### src/hdl/tss_pkg.sv
package tss_pkg;

    // Field widths of the point and result words.
    localparam int unsigned COORD_W  = 24;
    localparam int unsigned SPEED_W  = 25;
    localparam int unsigned PATH_W   = 33;
    localparam int unsigned COUNT_W  = 8;
    localparam int unsigned IVL_W    = 16;

    // Internal arithmetic widths.
    localparam int unsigned PROD_W   = 48;
    localparam int unsigned SQ_W     = 49;
    localparam int unsigned DIST_W   = 25;
    localparam int unsigned DVS_W    = 24;

    // Square root takes one result bit per step.
    localparam int unsigned ROOT_STEPS = 25;
    localparam int unsigned ROOT_CNT_W = 5;

    // Divider step counts: speed needs 25 quotient bits, the mean all 33.
    localparam int unsigned DIV_CNT_W = 6;
    localparam logic [DIV_CNT_W-1:0] SPEED_DIV_STEPS = 6'd25;
    localparam logic [DIV_CNT_W-1:0] MEAN_DIV_STEPS  = 6'd33;

    typedef logic [IVL_W-1:0] ivl_word_t;

    typedef struct packed {
        logic signed [COORD_W-1:0] pos_x;
        logic signed [COORD_W-1:0] pos_y;
        logic                      last_point;
    } point_word_t;

    typedef struct packed {
        logic [SPEED_W-1:0] min_speed;
        logic [SPEED_W-1:0] max_speed;
        logic [SPEED_W-1:0] mean_speed;
        logic [PATH_W-1:0]  path_length;
        logic [COUNT_W-1:0] segment_count;
        logic               track_empty;
    } result_word_t;

    // Status of an iterative arithmetic unit.
    typedef struct packed {
        logic busy;
        logic done;
    } unit_sts_t;

    typedef enum logic [3:0] {
        ST_IDLE,
        ST_SQ_X,
        ST_SQ_Y,
        ST_SQRT_GO,
        ST_SQRT_WAIT,
        ST_SPD_GO,
        ST_SPD_WAIT,
        ST_UPDATE,
        ST_CHECK,
        ST_MEAN_MUL,
        ST_MEAN_GO,
        ST_MEAN_WAIT,
        ST_FINISH
    } seq_state_t;

endpackage

### src/hdl/tss_chan_if.sv
interface tss_chan_if #(
    parameter type payload_t = logic
);
    logic     valid;
    logic     ready;
    payload_t payload;

    modport source (output valid, output payload, input ready);
    modport sink (input valid, input payload, output ready);
endinterface

### src/hdl/trajectory_speed_statistics_top.sv
// Speed statistics over a track of points. A point word is taken only while
// the block is idle. The first point of a track, or a point past the segment
// limit, goes through the check state only. A point that forms a segment takes
// two passes through the shared 24x24 multiplier for the squared distance,
// 25 steps of the bit-serial square root and 25 steps of the shared restoring
// divider for the speed. A point marked last on a track with segments adds
// one more multiplier pass for interval times count and a 33-step division
// for the mean before the result word is placed in the output register. The
// output register lets the block take the next point while a result still
// waits; a second result waits in the finish state until the first word is
// taken. An interval of zero is used as one. At most min(MAX_POINTS - 1, 255)
// segments are counted per track; further points are dropped.
module trajectory_speed_statistics_top
    import tss_pkg::*;
#(
    parameter int MAX_POINTS = 256
)
(
    input  logic       clk,
    input  logic       rst_n,
    tss_chan_if.sink   point,
    tss_chan_if.sink   cfg,
    tss_chan_if.source result
);

    localparam int SEG_LIMIT_INT = (MAX_POINTS - 1 > 255) ? 255 : MAX_POINTS - 1;
    localparam logic [COUNT_W-1:0] SEG_LIMIT = COUNT_W'(SEG_LIMIT_INT);

    seq_state_t state_reg;
    seq_state_t state_next;

    point_word_t pt;
    logic        accept;

    logic [IVL_W-1:0] interval_reg;
    logic [IVL_W-1:0] ivl_reg;

    logic signed [COORD_W-1:0] x_reg;
    logic signed [COORD_W-1:0] y_reg;
    logic                      last_reg;
    logic [COORD_W-1:0]        ax_reg;
    logic [COORD_W-1:0]        ay_reg;

    logic signed [COORD_W-1:0] prev_x_reg;
    logic signed [COORD_W-1:0] prev_y_reg;
    logic                      have_prev_reg;
    logic [COUNT_W-1:0]        segs_reg;
    logic [SPEED_W-1:0]        min_reg;
    logic [SPEED_W-1:0]        max_reg;
    logic [PATH_W-1:0]         sum_reg;

    logic [PROD_W-1:0] prod_reg;
    logic [PROD_W-1:0] sq_reg;
    logic [COORD_W-1:0] mul_a;
    logic [COORD_W-1:0] mul_b;
    logic [PROD_W-1:0]  prod_next;

    logic               out_valid_reg;
    result_word_t       out_word_reg;
    logic               out_free;
    result_word_t       out_word_next;

    logic signed [COORD_W:0] dx;
    logic signed [COORD_W:0] dy;
    logic [COORD_W:0]        adx;
    logic [COORD_W:0]        ady;

    logic               sqrt_start;
    logic [SQ_W-1:0]    radicand;
    unit_sts_t          sqrt_sts;
    logic [DIST_W-1:0]  seg_dist;

    logic                 div_start;
    logic [PATH_W-1:0]    div_dividend;
    logic [DVS_W-1:0]     div_divisor;
    logic [DIV_CNT_W-1:0] div_steps;
    unit_sts_t            div_sts;
    logic [PATH_W-1:0]    quot;

    logic [SPEED_W-1:0] speed;
    logic [PATH_W:0]    sum_wide;
    logic [PATH_W-1:0]  sum_next;

    assign pt     = point.payload;
    assign accept = point.valid && point.ready;

    // Configuration word: the interval register can always be written.
    assign cfg.ready = 1'b1;

    always_ff @(posedge clk or negedge rst_n)
    begin
        if (!rst_n)
        begin
            interval_reg <= IVL_W'(1);
        end
        else if (cfg.valid && cfg.ready)
        begin
            interval_reg <= IVL_W'(cfg.payload);
        end
    end

    // Absolute coordinate differences against the previous point.
    always_comb
    begin
        dx  = {pt.pos_x[COORD_W-1], pt.pos_x} - {prev_x_reg[COORD_W-1], prev_x_reg};
        dy  = {pt.pos_y[COORD_W-1], pt.pos_y} - {prev_y_reg[COORD_W-1], prev_y_reg};
        adx = dx[COORD_W] ? -dx : dx;
        ady = dy[COORD_W] ? -dy : dy;
    end

    // Sequencer: next state.
    always_comb
    begin
        state_next = state_reg;
        unique case (state_reg)
            ST_IDLE:
            begin
                if (accept)
                begin
                    if (have_prev_reg && (segs_reg < SEG_LIMIT))
                    begin
                        state_next = ST_SQ_X;
                    end
                    else
                    begin
                        state_next = ST_CHECK;
                    end
                end
            end
            ST_SQ_X:      state_next = ST_SQ_Y;
            ST_SQ_Y:      state_next = ST_SQRT_GO;
            ST_SQRT_GO:   state_next = ST_SQRT_WAIT;
            ST_SQRT_WAIT:
            begin
                if (sqrt_sts.done)
                begin
                    state_next = ST_SPD_GO;
                end
            end
            ST_SPD_GO:    state_next = ST_SPD_WAIT;
            ST_SPD_WAIT:
            begin
                if (div_sts.done)
                begin
                    state_next = ST_UPDATE;
                end
            end
            ST_UPDATE:    state_next = ST_CHECK;
            ST_CHECK:
            begin
                if (!last_reg)
                begin
                    state_next = ST_IDLE;
                end
                else if (segs_reg == '0)
                begin
                    state_next = ST_FINISH;
                end
                else
                begin
                    state_next = ST_MEAN_MUL;
                end
            end
            ST_MEAN_MUL:  state_next = ST_MEAN_GO;
            ST_MEAN_GO:   state_next = ST_MEAN_WAIT;
            ST_MEAN_WAIT:
            begin
                if (div_sts.done)
                begin
                    state_next = ST_FINISH;
                end
            end
            ST_FINISH:
            begin
                if (out_free)
                begin
                    state_next = ST_IDLE;
                end
            end
            default:      state_next = ST_IDLE;
        endcase
    end

    // Sequencer: unit controls and operand selection.
    always_comb
    begin
        point.ready  = 1'b0;
        mul_a        = ax_reg;
        mul_b        = ax_reg;
        sqrt_start   = 1'b0;
        div_start    = 1'b0;
        div_dividend = {seg_dist, 8'b0};
        div_divisor  = DVS_W'(ivl_reg);
        div_steps    = SPEED_DIV_STEPS;
        unique case (state_reg)
            ST_IDLE:
            begin
                point.ready = 1'b1;
            end
            ST_SQ_Y:
            begin
                mul_a = ay_reg;
                mul_b = ay_reg;
            end
            ST_SQRT_GO:
            begin
                sqrt_start = 1'b1;
            end
            ST_SPD_GO:
            begin
                div_start = 1'b1;
            end
            ST_MEAN_MUL:
            begin
                mul_a = COORD_W'(ivl_reg);
                mul_b = COORD_W'(segs_reg);
            end
            ST_MEAN_GO:
            begin
                div_start    = 1'b1;
                div_dividend = sum_reg;
                div_divisor  = prod_reg[DVS_W-1:0];
                div_steps    = MEAN_DIV_STEPS;
            end
            ST_SQ_X, ST_SQRT_WAIT, ST_SPD_WAIT, ST_UPDATE, ST_CHECK,
            ST_MEAN_WAIT, ST_FINISH:
            begin
                point.ready = 1'b0;
            end
            default:
            begin
                point.ready = 1'b0;
            end
        endcase
    end

    always_ff @(posedge clk or negedge rst_n)
    begin
        if (!rst_n)
        begin
            state_reg <= ST_IDLE;
        end
        else
        begin
            state_reg <= state_next;
        end
    end

    // Shared multiplier with its product register.
    assign prod_next = mul_a * mul_b;
    assign radicand  = SQ_W'(sq_reg) + SQ_W'(prod_reg);

    always_ff @(posedge clk)
    begin
        if (state_reg == ST_SQ_X || state_reg == ST_MEAN_MUL)
        begin
            prod_reg <= prod_next;
        end
        else if (state_reg == ST_SQ_Y)
        begin
            sq_reg   <= prod_reg;
            prod_reg <= prod_next;
        end
    end

    tss_sqrt u_sqrt (
        .clk      (clk),
        .rst_n    (rst_n),
        .start    (sqrt_start),
        .radicand (radicand),
        .sts      (sqrt_sts),
        .root     (seg_dist)
    );

    tss_div u_div (
        .clk      (clk),
        .rst_n    (rst_n),
        .start    (div_start),
        .dividend (div_dividend),
        .divisor  (div_divisor),
        .steps    (div_steps),
        .sts      (div_sts),
        .quotient (quot)
    );

    // Captured point word and the interval in force for it.
    always_ff @(posedge clk)
    begin
        if (accept)
        begin
            x_reg    <= pt.pos_x;
            y_reg    <= pt.pos_y;
            last_reg <= pt.last_point;
            ax_reg   <= adx[COORD_W-1:0];
            ay_reg   <= ady[COORD_W-1:0];
            ivl_reg  <= (interval_reg == '0) ? IVL_W'(1) : interval_reg;
        end
    end

    // Segment speed and the saturating path sum.
    always_comb
    begin
        speed    = quot[SPEED_W-1:0];
        sum_wide = {1'b0, sum_reg} + (PATH_W + 1)'(seg_dist);
        sum_next = sum_wide[PATH_W] ? {PATH_W{1'b1}} : sum_wide[PATH_W-1:0];
    end

    assign out_free = !out_valid_reg || result.ready;

    // Track statistics; cleared once the result word is loaded.
    always_ff @(posedge clk or negedge rst_n)
    begin
        if (!rst_n)
        begin
            prev_x_reg    <= '0;
            prev_y_reg    <= '0;
            have_prev_reg <= 1'b0;
            segs_reg      <= '0;
            min_reg       <= {SPEED_W{1'b1}};
            max_reg       <= '0;
            sum_reg       <= '0;
        end
        else if (accept && !have_prev_reg)
        begin
            prev_x_reg    <= pt.pos_x;
            prev_y_reg    <= pt.pos_y;
            have_prev_reg <= 1'b1;
        end
        else if (state_reg == ST_UPDATE)
        begin
            prev_x_reg <= x_reg;
            prev_y_reg <= y_reg;
            segs_reg   <= segs_reg + 1'b1;
            sum_reg    <= sum_next;
            if (speed < min_reg)
            begin
                min_reg <= speed;
            end
            if (speed > max_reg)
            begin
                max_reg <= speed;
            end
        end
        else if (state_reg == ST_FINISH && out_free)
        begin
            prev_x_reg    <= '0;
            prev_y_reg    <= '0;
            have_prev_reg <= 1'b0;
            segs_reg      <= '0;
            min_reg       <= {SPEED_W{1'b1}};
            max_reg       <= '0;
            sum_reg       <= '0;
        end
    end

    // Result word: an empty track gives zeros with the empty flag.
    always_comb
    begin
        out_word_next = '0;
        if (segs_reg == '0)
        begin
            out_word_next.track_empty = 1'b1;
        end
        else
        begin
            out_word_next.min_speed     = min_reg;
            out_word_next.max_speed     = max_reg;
            out_word_next.mean_speed    = (|quot[PATH_W-1:SPEED_W]) ? {SPEED_W{1'b1}}
                                                                    : quot[SPEED_W-1:0];
            out_word_next.path_length   = sum_reg;
            out_word_next.segment_count = segs_reg;
        end
    end

    // Output register.
    always_ff @(posedge clk or negedge rst_n)
    begin
        if (!rst_n)
        begin
            out_valid_reg <= 1'b0;
        end
        else if (state_reg == ST_FINISH && out_free)
        begin
            out_valid_reg <= 1'b1;
        end
        else if (result.ready)
        begin
            out_valid_reg <= 1'b0;
        end
    end

    always_ff @(posedge clk)
    begin
        if (state_reg == ST_FINISH && out_free)
        begin
            out_word_reg <= out_word_next;
        end
    end

    assign result.valid   = out_valid_reg;
    assign result.payload = out_word_reg;

    // The block only takes a point word while both arithmetic units are quiet.
    assert property (@(posedge clk) disable iff (!rst_n)
        point.ready |-> !sqrt_sts.busy && !div_sts.busy)
        else $error("point accepted while an arithmetic unit is running");

    // A divider result only arrives when the sequencer is waiting for one.
    assert property (@(posedge clk) disable iff (!rst_n)
        div_sts.done |-> (state_reg == ST_SPD_WAIT || state_reg == ST_MEAN_WAIT))
        else $error("divider finished outside a wait state");

    // The segment count never passes its limit.
    assert property (@(posedge clk) disable iff (!rst_n)
        segs_reg <= SEG_LIMIT)
        else $error("segment count beyond limit");

    // An empty track reports no segments and no path.
    assert property (@(posedge clk) disable iff (!rst_n)
        result.valid && result.payload.track_empty |->
            result.payload.segment_count == '0 && result.payload.path_length == '0)
        else $error("empty track with nonzero statistics");

endmodule

### src/hdl/tss_sqrt.sv
module tss_sqrt
    import tss_pkg::*;
(
    input  logic              clk,
    input  logic              rst_n,
    input  logic              start,
    input  logic [SQ_W-1:0]   radicand,
    output unit_sts_t         sts,
    output logic [DIST_W-1:0] root
);

    localparam int unsigned RAD_W = 2 * ROOT_STEPS;
    localparam int unsigned REM_W = DIST_W + 1;
    localparam int unsigned SH_W  = REM_W + 2;

    logic [RAD_W-1:0]      rad_reg;
    logic [REM_W-1:0]      rem_reg;
    logic [DIST_W-1:0]     root_reg;
    logic [ROOT_CNT_W-1:0] cnt_reg;
    logic                  busy_reg;
    logic                  done_reg;

    logic [SH_W-1:0] rem_sh;
    logic [SH_W-1:0] trial;
    logic [SH_W-1:0] diff;
    logic            fits;

    // One restoring step: bring down two radicand bits and try root*4+1.
    always_comb
    begin
        rem_sh = {rem_reg, rad_reg[RAD_W-1 -: 2]};
        trial  = {1'b0, root_reg, 2'b01};
        diff   = rem_sh - trial;
        fits   = (rem_sh >= trial);
    end

    // Step counter and handshake with the sequencer.
    always_ff @(posedge clk or negedge rst_n)
    begin
        if (!rst_n)
        begin
            busy_reg <= 1'b0;
            done_reg <= 1'b0;
            cnt_reg  <= '0;
        end
        else
        begin
            done_reg <= 1'b0;
            if (start)
            begin
                busy_reg <= 1'b1;
                cnt_reg  <= ROOT_CNT_W'(ROOT_STEPS - 1);
            end
            else if (busy_reg)
            begin
                cnt_reg <= cnt_reg - 1'b1;
                if (cnt_reg == '0)
                begin
                    busy_reg <= 1'b0;
                    done_reg <= 1'b1;
                end
            end
        end
    end

    // Radicand, partial remainder and root.
    always_ff @(posedge clk)
    begin
        if (start)
        begin
            rad_reg  <= RAD_W'(radicand);
            rem_reg  <= '0;
            root_reg <= '0;
        end
        else if (busy_reg)
        begin
            rad_reg  <= {rad_reg[RAD_W-3:0], 2'b00};
            rem_reg  <= fits ? diff[REM_W-1:0] : rem_sh[REM_W-1:0];
            root_reg <= {root_reg[DIST_W-2:0], fits};
        end
    end

    assign sts.busy = busy_reg;
    assign sts.done = done_reg;
    assign root     = root_reg;

endmodule

### src/hdl/tss_div.sv
module tss_div
    import tss_pkg::*;
(
    input  logic                 clk,
    input  logic                 rst_n,
    input  logic                 start,
    input  logic [PATH_W-1:0]    dividend,
    input  logic [DVS_W-1:0]     divisor,
    input  logic [DIV_CNT_W-1:0] steps,
    output unit_sts_t            sts,
    output logic [PATH_W-1:0]    quotient
);

    logic [PATH_W-1:0]    dvd_reg;
    logic [DVS_W-1:0]     dvs_reg;
    logic [DVS_W-1:0]     rem_reg;
    logic [PATH_W-1:0]    quot_reg;
    logic [DIV_CNT_W-1:0] cnt_reg;
    logic                 busy_reg;
    logic                 done_reg;

    logic [DVS_W:0] rem_sh;
    logic [DVS_W:0] diff;
    logic           fits;

    // One restoring step: shift in the next dividend bit and try the divisor.
    always_comb
    begin
        rem_sh = {rem_reg, dvd_reg[PATH_W-1]};
        diff   = rem_sh - {1'b0, dvs_reg};
        fits   = (rem_sh >= {1'b0, dvs_reg});
    end

    // Step counter and handshake with the sequencer.
    always_ff @(posedge clk or negedge rst_n)
    begin
        if (!rst_n)
        begin
            busy_reg <= 1'b0;
            done_reg <= 1'b0;
            cnt_reg  <= '0;
        end
        else
        begin
            done_reg <= 1'b0;
            if (start)
            begin
                busy_reg <= 1'b1;
                cnt_reg  <= steps - 1'b1;
            end
            else if (busy_reg)
            begin
                cnt_reg <= cnt_reg - 1'b1;
                if (cnt_reg == '0)
                begin
                    busy_reg <= 1'b0;
                    done_reg <= 1'b1;
                end
            end
        end
    end

    // Operands, remainder and quotient.
    always_ff @(posedge clk)
    begin
        if (start)
        begin
            dvd_reg  <= dividend;
            dvs_reg  <= divisor;
            rem_reg  <= '0;
            quot_reg <= '0;
        end
        else if (busy_reg)
        begin
            dvd_reg  <= {dvd_reg[PATH_W-2:0], 1'b0};
            rem_reg  <= fits ? diff[DVS_W-1:0] : rem_sh[DVS_W-1:0];
            quot_reg <= {quot_reg[PATH_W-2:0], fits};
        end
    end

    assign sts.busy = busy_reg;
    assign sts.done = done_reg;
    assign quotient = quot_reg;

endmodule

### src/flat_wrapper.sv
// flat-port wrapper written by rule: the top's interface ports become plain ports
module trajectory_speed_statistics_top_flat import tss_pkg::*;
#(
    parameter int MAX_POINTS = 256
)
  (clk, rst_n, point_valid, point_payload, point_ready, cfg_valid, cfg_payload, cfg_ready, result_valid, result_payload, result_ready);
  tss_chan_if #(.payload_t(point_word_t)) point_i ();
  tss_chan_if #(.payload_t(ivl_word_t)) cfg_i ();
  tss_chan_if #(.payload_t(result_word_t)) result_i ();
  input  logic clk;
  input  logic rst_n;
  input wire logic [$bits(point_i.valid)-1:0] point_valid;
  input wire logic [$bits(point_i.payload)-1:0] point_payload;
  output wire logic [$bits(point_i.ready)-1:0] point_ready;
  input wire logic [$bits(cfg_i.valid)-1:0] cfg_valid;
  input wire logic [$bits(cfg_i.payload)-1:0] cfg_payload;
  output wire logic [$bits(cfg_i.ready)-1:0] cfg_ready;
  output wire logic [$bits(result_i.valid)-1:0] result_valid;
  output wire logic [$bits(result_i.payload)-1:0] result_payload;
  input wire logic [$bits(result_i.ready)-1:0] result_ready;
  assign point_i.valid = point_valid;
  assign point_i.payload = point_payload;
  assign point_ready = point_i.ready;
  assign cfg_i.valid = cfg_valid;
  assign cfg_i.payload = cfg_payload;
  assign cfg_ready = cfg_i.ready;
  assign result_valid = result_i.valid;
  assign result_payload = result_i.payload;
  assign result_i.ready = result_ready;
  trajectory_speed_statistics_top #(.MAX_POINTS(MAX_POINTS)) u_core (.clk(clk), .rst_n(rst_n), .point(point_i), .cfg(cfg_i), .result(result_i));
endmodule
### config.mk
export PLATFORM = sky130hd
export DESIGN_NAME = trajectory_speed_statistics_top_flat
export DESIGN_NICKNAME = d
export VERILOG_FILES = /design/src/hdl/tss_pkg.sv /design/src/hdl/tss_chan_if.sv /design/src/hdl/trajectory_speed_statistics_top.sv /design/src/hdl/tss_sqrt.sv /design/src/hdl/tss_div.sv /design/src/flat_wrapper.sv
export SDC_FILE = /design/constraint.sdc
export NUM_CORES = 2
export LEC_CHECK = 0
export BUFFER_PORTS_ARGS = -buffer_cell sky130_fd_sc_hd__buf_2
export CAP_MARGIN = 25
export CORE_MARGIN = 8
export CORE_UTILIZATION = 60
export CTS_BUF_LIST = sky130_fd_sc_hd__clkbuf_4
export DETAILED_ROUTE_END_ITERATION = 10
export MAX_ROUTING_LAYER = met4
export PLACE_DENSITY = 0.77
export SLEW_MARGIN = 20
export SYNTH_ARGS = -nofsm -noshare
export SYNTH_HDL_FRONTEND = slang
export SYNTH_SLANG_ARGS = --single-unit
export TNS_END_PERCENT = 100
### constraint.sdc
create_clock -name clk -period 31.8 [get_ports clk]
set_input_delay 6.36 -clock clk [delete_from_list [all_inputs] [get_ports clk]]
set_output_delay 6.36 -clock clk [all_outputs]
set_load 0.01 [all_outputs]
==> summary.txt <==
Outcome
  • Status: complete, no violations

Critical path
  • Crit path DAT: between 10 and 15 ns
  • Worst stage delay on the critical path: about 0.94 ns
  • Crit path to: u_core.prod_reg[46]
  • CP required: 32.58 ns
  • R2R setup slack: between 20 and 25 ns
  • Reg2reg end: u_core.prod_reg[46]
  • R2R Path Start: u_core.state_reg[2]
  • WS Path Type: flip-flop to flip-flop
  • Crit-path most repeated cell: fa_1
  • CP max FO: 34
  • CP startpoint kind: flip-flop
  • CP max-delay cell: a22o_1
  • CP startpoint: u_core.state_reg[2]
  • Worst Reg-to-Reg Cells: 31
  • CP endpoint kind: flip-flop

Pwr
  • Switch Pwr: between 400 and 500 uW
  • P_leak: between 20 and 30 nW
  • Switching part of the total: a little under a quarter
  • Pint: 1.45 mW
  • VDD IR-drop max: between 0.00003 and 0.00004 V
  • Clock network fraction of design power: about 44%
  • Sequential power share: a little over half
  • Pwr dens: between 30 and 40 nW/um2
  • Comb pwr share: ~3.6%

Logic synthesis
  • Total number of yosys warnings: 0
  • Post-Syn Nets: 6681
  • Sequential-to-total area share from yosys stat: between 30% and 40%
  • #FFs+latches synth: between 700 and 800
  • Post-synthesis async set-or-reset flop share: between 20% and 30%
  • Post-synth EDFFs: approximately 430
  • Mapped Area: between 50000 and 60000 um2
  • Dominant synthesized flop cell: edfxtp_1
  • Synthesized area per cell: 9.75 um2
  • Cells after Synth: approximately 5700
  • Synth unique cells: 94

Clocking
  • CTS Hold Buffers Added: 0
  • Clk sinks: between 700 and 800
  • Root buffer cell: clkbuf_4
  • Post-CTS Resized: 0
  • Clock latency on the worst-skew pair: 1.12 ns
  • TritonCTS buffer count: ~190
  • Clock transition at the registers of the reported paths: ~0.070 ns
  • CTS Buffer Depth: 3
  • CTS tree: yes
  • H-tree levels: 4
  • # Post-CTS Setup Buffers: 0

STA
  • Fmax: between 0.08 and 0.09 GHz
  • RSZ-0062 raised after global routing: no
  • Worst-margin pin slew: between 1 and 1.5 ns
  • Post-layout min period: 11.25 ns
  • Worst slew margin relative to its limit: 21.8%
  • Hold Vio Cnt, Final: 0
  • Final worst-path cycle share: 35.4%
  • Final setup fails: 0
  • Final setup TNS: 0 ns
  • Slew Limit Fails: 0
  • Skew final: 0.102 ns

Worst hold path
  • Hold Crit Class: flip-flop to flip-flop
  • Hold Path Stages: 0

Routing
  • Initial DRC Count: approximately 3800
  • Drt pass-1 iters: 6
  • DRC errors left: 0
  • Vias post-DR: around 42000
  • DR WL/cell: between 15 and 20 um
  • Final ANT Viol Nets: 0
  • Vias per inst: approximately 5.7
  • Routed wire length: roughly 140000 um

Global route
  • GRT overflow: 0
  • Gr usage total: 27.7%
  • Vias in the first global route: ~43000
  • First-pass GRT wire length: roughly 220000 um
  • Antenna violations before repair: 5
  • Largest net degree at the start of global routing: 96

Finish
  • Nets: 6872
  • Layout cells sized above 1: between 10% and 20%
  • Final instance area: between 60000 and 70000 um2
  • Syn-to-layout area delta: 8.57%
  • Max reg flops: approximately 120
  • Fillers: around 7400
  • Fin util: between 60% and 70%

Floorplanning
  • Core ar.: 92900 um2
  • Rows: approximately 110
  • Initial cell density of the core: 60.2%
  • Die width: 321 um
  • Die height: 321 um
  • Top Ports: 190
  • Die ar.: ~100000 um2

Place
  • IO Port Bufs: 188
  • Area post-placement: about 58000 um2
  • Gpl congestion: approximately 1.0
  • DP Wirelength: between 100000 and 150000 um

Job
  • Max_cap viols: 0
==> metal layers <==
layer | global-route usage [%] | up-vias | part of all wire (%)
li1 | - | 19800 | -
met1 | 34.6 | 20400 | 41
met2 | 44.3 | 1643 | 48
met3 | 6.29 | 357 | 8.0
met4 | 10.7 | 0 | 3.4
met5 | - | - | 0
==> final cells by class <==
| class | instances | area [um2] | area share [%] |
|---|---|---|---|
| Antenna cell | 12 | 30.0 | 0.0494 |
| Tap cell | 1254 | 1570 | 2.58 |
| Multi-Input combinational cell | 3850 | 32000 | 52.8 |
| Sequential cell | 717 | 19600 | 32.3 |
| Timing Repair Buffer | 252 | 1470 | 2.42 |
| Clock buffer | 287 | 2150 | 3.55 |
| Inverter | 920 | 3460 | 5.69 |
| Clock inverter | 68 | 425 | 0.700 |
==> kinds of logic after synthesis <==
logic type,count (synthesis),synth area share [%]
XOR/XNOR,236,3.69
flip-flops,717,35.0
multiplexers,156,2.84
AO/OA/AOI/OAI,1060,12.5
adder cells (fa/ha/maj),873,25.9
buffers and inverters,1171,7.89
AND/OR/NAND/NOR,1524,12.2
other,1,0.00670
==> how the worst min path moves through the flow <==
stage	startpoint	endpoint	slack, ns
final	u_core.prod_reg[31]	u_core.sq_reg[31]	0.40
after global routing	u_core.prod_reg[31]	u_core.sq_reg[31]	0.43
after CTS	u_core.prod_reg[31]	u_core.sq_reg[31]	0.42
after detailed placement	u_core.prod_reg[27]	u_core.sq_reg[27]	0.45
after global placement	u_core.prod_reg[43]	u_core.sq_reg[43]	0.44
after floorplan	u_core.prod_reg[24]	u_core.sq_reg[24]	0.43
==> placed cells by master (no fill, tap or decap), types with 75 or more instances in the layout <==
cell type,Yosys,layout
edfxtp_1,432,432
inv_1,911,910
nor3_1,78,75
fa_1,476,476
buf_2,5,187
clkbuf_4,0,287
a21oi_1,307,306
ha_1,397,397
xor2_1,95,95
xnor2_1,141,141
mux2i_1,134,134
nand2_1,525,522
nor2_1,545,540
dfxtp_1,109,109
dfrtp_1,150,148
a21o_1,134,134
o21ai_0,198,198
==> synthesized netlist by cell type (all sizes together), types with 35 or more instances <==
cell	number	share of area (%)
xor2	95	1.5
fa	476	17
nand2b	38	0.42
a222oi	48	0.86
o21bai	36	0.48
clkbuf	231	1.5
nor2	547	3.7
ha	397	8.9
dfrtp	150	6.7
and2	61	0.68
inv	913	6.1
edfxtp	432	23
xnor2	141	2.2
a21o	134	1.8
dfxtp	109	3.9
nand2	525	3.5
and3	51	0.57
o21ai	202	1.8
mux2i	134	2.4
a31oi	58	0.65
nor3	80	0.73
a21oi	307	2.7
nand3	55	0.49
nor2b	35	0.39
==> per-stage QoR <==
| step | hold slack, ns | worst slack [ns] | power [mW] | instances |
|---|---|---|---|---|
| 2_1_floorplan | 0.431 | 21.42 | 1.05 | 5738 |
| 3_3_place_gp | 0.445 | 20.83 | 1.07 | 6987 |
| 3_5_place_dp | 0.448 | 20.89 | 1.07 | 6989 |
| 4_1_cts | 0.420 | 20.80 | 1.93 | 7344 |
| 5_1_grt | 0.434 | 20.14 | 1.98 | 7358 |
| 6_report | 0.398 | 20.55 | 1.90 | 7360 |
==> worst max-delay path, delay by kind of cell, from the launching register on <==
family | cells | cell delay (ns)
xor gates and xnor gates | 1 | 0.14
buffers and inverters | 6 | 1.10
AOI/OAI and AO/OA | 10 | 3.02
adders and majority gates | 8 | 4.00
and+or+nand+nor | 6 | 1.81
DFF | 1 | 0.79
==> power groups by stage <==
stage / clock, mW / sequential, mW / combinational [mW]
6_report: 0.844 / 0.987 / 0.0683
5_1_grt: 0.919 / 0.986 / 0.0752
4_1_cts: 0.871 / 0.987 / 0.0681
3_5_place_dp: 0 / 1.01 / 0.0677
3_3_place_gp: 0 / 1.01 / 0.0664
2_1_floorplan: 0 / 1.01 / 0.0464
Note: power is estimated with default switching activity, not from simulation.
